===== src/sv/gbf_pkg.sv =====
package gbf_pkg;

  // Default display and font store geometry
  localparam int DISP_WIDTH_DEF  = 128;
  localparam int DISP_HEIGHT_DEF = 64;
  localparam int FONT_WORDS_DEF  = 2048;

  // Field widths
  localparam int ACT_W    = 2;
  localparam int CFG_W    = 5;
  localparam int CFG_IDX_W = 1;

  // Actions
  localparam logic [ACT_W-1:0] ACT_CLEAR = 2'd0;
  localparam logic [ACT_W-1:0] ACT_LOAD  = 2'd1;
  localparam logic [ACT_W-1:0] ACT_DRAW  = 2'd2;
  localparam logic [ACT_W-1:0] ACT_READ  = 2'd3;

  // Configuration register indexes
  localparam logic [CFG_IDX_W-1:0] CFG_FONT_WIDTH  = 1'd0;
  localparam logic [CFG_IDX_W-1:0] CFG_FONT_HEIGHT = 1'd1;

  localparam logic [CFG_W-1:0] FONT_WIDTH_RST  = 5'd7;
  localparam logic [CFG_W-1:0] FONT_HEIGHT_RST = 5'd10;
  localparam logic [CFG_W-1:0] GLYPH_MAX_DIM   = 5'd16;

  // Printable code range and glyph row layout
  localparam logic [7:0] GLYPH_FIRST = 8'd32;
  localparam logic [7:0] GLYPH_LAST  = 8'd126;
  localparam logic [3:0] ROW_MSB_BIT = 4'd15;

  // Commands from the controller to the datapath
  typedef struct packed {
    logic accept;
    logic clr_step;
    logic font_load;
    logic rd_issue;
    logic rd_capture;
    logic draw_start;
    logic row_latch;
    logic col_step;
    logic row_next;
    logic reject;
    logic out_load;
  } cmd_t;

  // Status from the datapath to the controller
  typedef struct packed {
    logic [ACT_W-1:0] act;
    logic             oob;
    logic             empty;
    logic             clr_last;
    logic             col_last;
    logic             row_last;
    logic             out_free;
  } sts_t;

endpackage


===== src/sv/gbf_ctrl.sv =====
module gbf_ctrl (
  input  logic          clk,
  input  logic          rst_n,
  input  logic          in_valid,
  output logic          in_ready,
  input  gbf_pkg::sts_t sts,
  output gbf_pkg::cmd_t cmd
);
  import gbf_pkg::*;

  localparam logic [3:0] S_BOOT   = 4'd0;
  localparam logic [3:0] S_IDLE   = 4'd1;
  localparam logic [3:0] S_DISP   = 4'd2;
  localparam logic [3:0] S_CLEAR  = 4'd3;
  localparam logic [3:0] S_RDWAIT = 4'd4;
  localparam logic [3:0] S_FROW   = 4'd5;
  localparam logic [3:0] S_FWAIT  = 4'd6;
  localparam logic [3:0] S_COL    = 4'd7;
  localparam logic [3:0] S_DRAIN  = 4'd8;
  localparam logic [3:0] S_DONE   = 4'd9;

  logic [3:0] state_r;
  logic [3:0] state_nxt;

  assign in_ready = (state_r == S_IDLE);

  // Sequence one item through its action
  always_comb begin
    state_nxt = state_r;
    cmd       = '0;
    case (state_r)
      S_BOOT: begin
        cmd.clr_step = 1'b1;
        if (sts.clr_last) state_nxt = S_IDLE;
      end
      S_IDLE: begin
        if (in_valid) begin
          cmd.accept = 1'b1;
          state_nxt  = S_DISP;
        end
      end
      S_DISP: begin
        case (sts.act)
          ACT_CLEAR: state_nxt = S_CLEAR;
          ACT_LOAD: begin
            cmd.font_load = 1'b1;
            state_nxt     = S_DONE;
          end
          ACT_DRAW: begin
            if (sts.oob) begin
              cmd.reject = 1'b1;
              state_nxt  = S_DONE;
            end else if (sts.empty) begin
              state_nxt = S_DONE;
            end else begin
              cmd.draw_start = 1'b1;
              state_nxt      = S_FROW;
            end
          end
          default: begin
            cmd.rd_issue = 1'b1;
            state_nxt    = S_RDWAIT;
          end
        endcase
      end
      S_CLEAR: begin
        cmd.clr_step = 1'b1;
        if (sts.clr_last) state_nxt = S_DONE;
      end
      S_RDWAIT: begin
        cmd.rd_capture = 1'b1;
        state_nxt      = S_DONE;
      end
      S_FROW: state_nxt = S_FWAIT;
      S_FWAIT: begin
        cmd.row_latch = 1'b1;
        state_nxt     = S_COL;
      end
      S_COL: begin
        cmd.col_step = 1'b1;
        if (sts.col_last) state_nxt = S_DRAIN;
      end
      S_DRAIN: begin
        if (sts.row_last) begin
          state_nxt = S_DONE;
        end else begin
          cmd.row_next = 1'b1;
          state_nxt    = S_FROW;
        end
      end
      S_DONE: begin
        if (sts.out_free) begin
          cmd.out_load = 1'b1;
          state_nxt    = S_IDLE;
        end
      end
      default: state_nxt = S_IDLE;
    endcase
  end

  always_ff @(posedge clk) begin
    if (!rst_n) begin
      state_r <= S_BOOT;
    end else begin
      state_r <= state_nxt;
    end
  end

endmodule


===== config.mk =====
export PLATFORM = sky130hd
export DESIGN_NAME = gbf_ctrl
export DESIGN_NICKNAME = d
export VERILOG_FILES = /design/src/sv/gbf_pkg.sv /design/src/sv/gbf_ctrl.sv
export SDC_FILE = /design/constraint.sdc
export NUM_CORES = 1
export LEC_CHECK = 0
export ABC_AREA = 1
export BUFFER_PORTS_ARGS = -buffer_cell sky130_fd_sc_hd__clkbuf_2
export CAP_MARGIN = 20
export CORE_AREA = 2 2 39 41
export DETAILED_ROUTE_END_ITERATION = 7
export DIE_AREA = 0 0 41 43
export PLACE_DENSITY = 0.74
export SYNTH_ARGS = -nofsm -noshare
export SYNTH_HDL_FRONTEND = slang
export SYNTH_SLANG_ARGS = --single-unit

===== constraint.sdc =====
create_clock -name clk -period 1.5 [get_ports clk]
set_input_delay 0.225 -clock clk [delete_from_list [all_inputs] [get_ports clk]]
set_output_delay 0.225 -clock clk [all_outputs]
set_load 0.03 [all_outputs]

After elaboration in Yosys (flattened, before gate mapping). Index checks and enable logic that the tools add are counted.

Bits in registers: 4. Output and inout port bits: 12. Logic and storage cells: 52.

Equal/unequal tests: 16. Muxes and demuxes: 30. Reductions and logical operators: 5.

Operators with widths (count): $pmux W4 S10 (1); $mux W4 (8); $mux W1 (19); $eq A4 B3 Y1 const B (4); $pmux W4 S3 (1); $ne A2 B2 Y1 const B (5); $eq A4 B2 Y1 const B (2); $eq A4 B4 Y1 const B (2); $reduce_and A5 Y1 (1); $eq A4 B1 Y1 const B (1); $logic_not A4 Y1 (1); $reduce_or A3 Y1 (1); $eq A2 B1 Y1 const B (1); $eq A2 B2 Y1 const B (1); $logic_not A2 Y1 (1); $mux W2 (1); $reduce_or A2 Y1 (1).

Logic depth before layout (Yosys ltp).
Word-level depth: 4. Gate-level depth with buffers: 9.

Worst setup path before layout. OpenSTA, ideal clock, no wires.

Path kind: register -> output. Start: register state_r[1]. End: output port cmd[1] (netlist name). Arrival: 1.114 ns. Data required time: 1.275 ns. Path slack: 0.161 ns. Cell stages (with the launch flop): 5. Path through: dfxtp_1 -> nand2_1 -> nor2_4 -> inv_1 -> nor2_1.

RTL lines: start: declaration (RTL line gbf_ctrl.sv:22) `logic [3:0] state_r;`; start signal: assignment (RTL line gbf_ctrl.sv:105) `state_r <= state_nxt;`; end: declaration (RTL line gbf_ctrl.sv:7) `output gbf_pkg::cmd_t cmd`.

==> impl_results.md <==
- Data required, critical path: 1270 ps
- Family with the most delay on the worst path: flip-flops
- Root Driver: clkbuf_4
- Synthesized area: 458 um^2
- Diode count: 0
- Synth top area share: 17.5%
- Top reg by flops: state_r
- Achievable frequency: 688 MHz
- Biggest regs: state_r x4
- Total CTS buffers: 3
- Commonest cells after routing, fill and taps aside: nand2_1, clkbuf_2, inv_1
- Slew HR: between 80% and 90%
- Dpl cell area: 588 um^2
- Max reg flops: 4
- Minimum clock period: 1450 ps
- Sum Neg Setup Slack: 0 ps
- Largest net degree at the start of global routing: 7
- Synth Area in Simple Gates: 57.4%
- Nets: 124
- Flops & latches, synth: 4
- IR drop worst, VDD: 0.745 mV
- CP Class: reg -> out
- Sequential element share of the synthesized area: 17.5%
- Die area: about 0.0018 mm^2
- Largest cells by area after synthesis: dfxtp_1, nand2_1, inv_1
- Status: finished clean
- Compound-gate portion of the synthesized area: 10.4%
- Gr ovfl total: 0
- Count of pins over their slew limit: 0
- Adder-Cell Fraction of Synth Area: 0%
- Leakage: 0.399 nW
- Max Buffers Root-to-Sink: 2
- Clk_lat worst skew: 230 ps
- Final setup vio count: 0
- Cell taking the most area after synthesis: dfxtp_1
- Initial core utilization: between 30 and 40%
- DR vias/cell: between 4 and 5
- CTS tree: done
- Largest family of logic cells by synthesized area: simple AND/OR/NAND/NOR gates
- Worst Setup End Kind: output pin
- Synth Warn #: 0
- Critical Path AT: around 1200 ps
- Tot GR Track Use: 15.4%
- Worst Path Buf+Inv: 3
- Synth Instances: 84
- Drt initial violations: 9
- Tightest Hold Check Type: in -> reg
- Die W: 41 um
- Reg clk slew, reported paths: approximately 40 ps
- Tightest Pin Transition: 233 ps
- Share of post-route cells with drive strength above 1: 48.6%
- Crit-path max cell delay: about 340 ps
- Most common cell after layout, fill and taps aside: nand2_1
- Total clock sinks: 4
- PwrDens: 1250 mW/mm^2
- Routability cong.: 0.885
- Drt first pass iters: 4
- Routed WL per cell: about 10 um
- First-pass GRT wire length: 1.93 mm
- Most used cell, CP: inv_2
- Residual DRC: 0
- Xor/xnor share of the synthesized area: 0%
- Synth cell types: 18
- Post-Place Setup Slack: roughly 180 ps
- Final Hold Violating Endpoints: 0
- FP Rows: 14
- Core Box Area: 0.00138 mm^2
- Final Cycle Share: 96.9%
- Htree depth: 1
- # IOs: 23
- Syn_nets: 95
- Post-synthesis mux area share: 0%
- Total vias in the final route: around 630
- Vias in the first global route: 502
- Initial antenna violation count: 0
- Cell Chain, Critical Path: inv_2 -> nand2_2 -> nor2_4 -> inv_2 -> nor2_1 -> buf_4
- Fillcell total: 158
- Post-route cell area: 689 um^2
- Final WS setup: 46.8 ps
- Unrepaired setup endpoints after global routing: yes
- Synth-to-layout area growth: 50.5%
- Final WL: around 1.3 mm
- Die Span Y: about 43 um
- Syn_area_per_cell: 5.45 um^2
- Max Cap Viol: 0
- Hold-fix buffers, CTS: 0
- Slowest CP cell: dfxtp_2
- CP Launch Type: register
- Routed Antenna Nets: 0
- Worst clock skew: 1.22 ps
- Max FO, Critical Path: 5
- IO buf count: 22
- Post-DP HPWL: 981 um
==> layout make-up <==
| cell class | instances | area (um^2) | area share, % |
|---|---|---|---|
| Inverter | 18 | 70.1 | 10.2 |
| Clock buffer | 3 | 22.5 | 3.27 |
| Sequential cell | 4 | 86.3 | 12.5 |
| Tap cell | 16 | 20.0 | 2.90 |
| Timing Repair Buffer | 24 | 148 | 21.4 |
| Multi-Input combinational cell | 62 | 343 | 49.7 |
==> power by group <==
group          internal, W  switching (W)  leakage, nW  total, W
Combinational     0.000184       0.000371        0.351  0.000555
Sequential        0.000135      0.0000369       0.0344  0.000172
Clock            0.0000896      0.0000455       0.0138  0.000135
Total             0.000409       0.000453        0.399  0.000862
==> cell families (layout without fill, tap and decap cells) <==
group	count (synthesis)	after routing
compound gates	7	7
buf+inv	18	45
flops	4	4
simple gates	55	55
==> routing by layer <==
metal / vias up / global-route usage (%) / wire (um)
li1: 320 / - / -
met1: 283 / 17.4 / 484
met2: 22 / 27.2 / 695
met3: 0 / 3.14 / 83
met4: 0 / 4.00 / 0
met5: - / 0 / 0
==> metrics by stage <==
stage | std cells | util (%) | hold slack, ps | power [W]
finish | 127 | 49.8 | 230 | 0.000862
global route | 127 | 49.8 | 227 | 0.000940
CTS | 125 | 44.6 | 212 | 0.000819
detailed placement | 122 | 42.5 | 456 | 0.000671
global placement | 122 | 42.5 | 443 | 0.000662
floorplan | 84 | - | 323 | 0.000553
==> synthesized netlist by cell type <==
master,count
nand2_1,18
inv_1,14
nor2_1,14
nand3_1,8
nor2_2,6
dfxtp_1,4
inv_2,4
nand2_2,4
a21oi_1,2
nand4_1,2
a21oi_2,1
and3_1,1
nand3_2,1
nor2_4,1
o2111ai_1,1
o211ai_1,1
o21ai_0,1
o21bai_1,1
==> worst min-delay path, delay by kind of cell <==
family / cells / cell delay (ps)
simple gates: 1 / 60
buf+inv: 2 / 140
==> repair_timing <==
item / in CTS / in global routing
setup buffers: 0 / 2
pin swaps: 0 / 2
resized for setup: 3 / 30
endpoints found under the setup margin: 5 / 10
==> path summary, 6_finish.rpt <==
path                                 start  slack [ps]  depth (start not counted)          to
worst max-delay path            state_r[3]          50                          6      cmd[7]
worst min-delay path                 rst_n         230                          3  state_r[2]
worst max register to register  state_r[3]         240                          8  state_r[0]
worst min register to register  state_r[1]         520                          2  state_r[1]
Note: power is estimated with default switching activity, not from simulation.
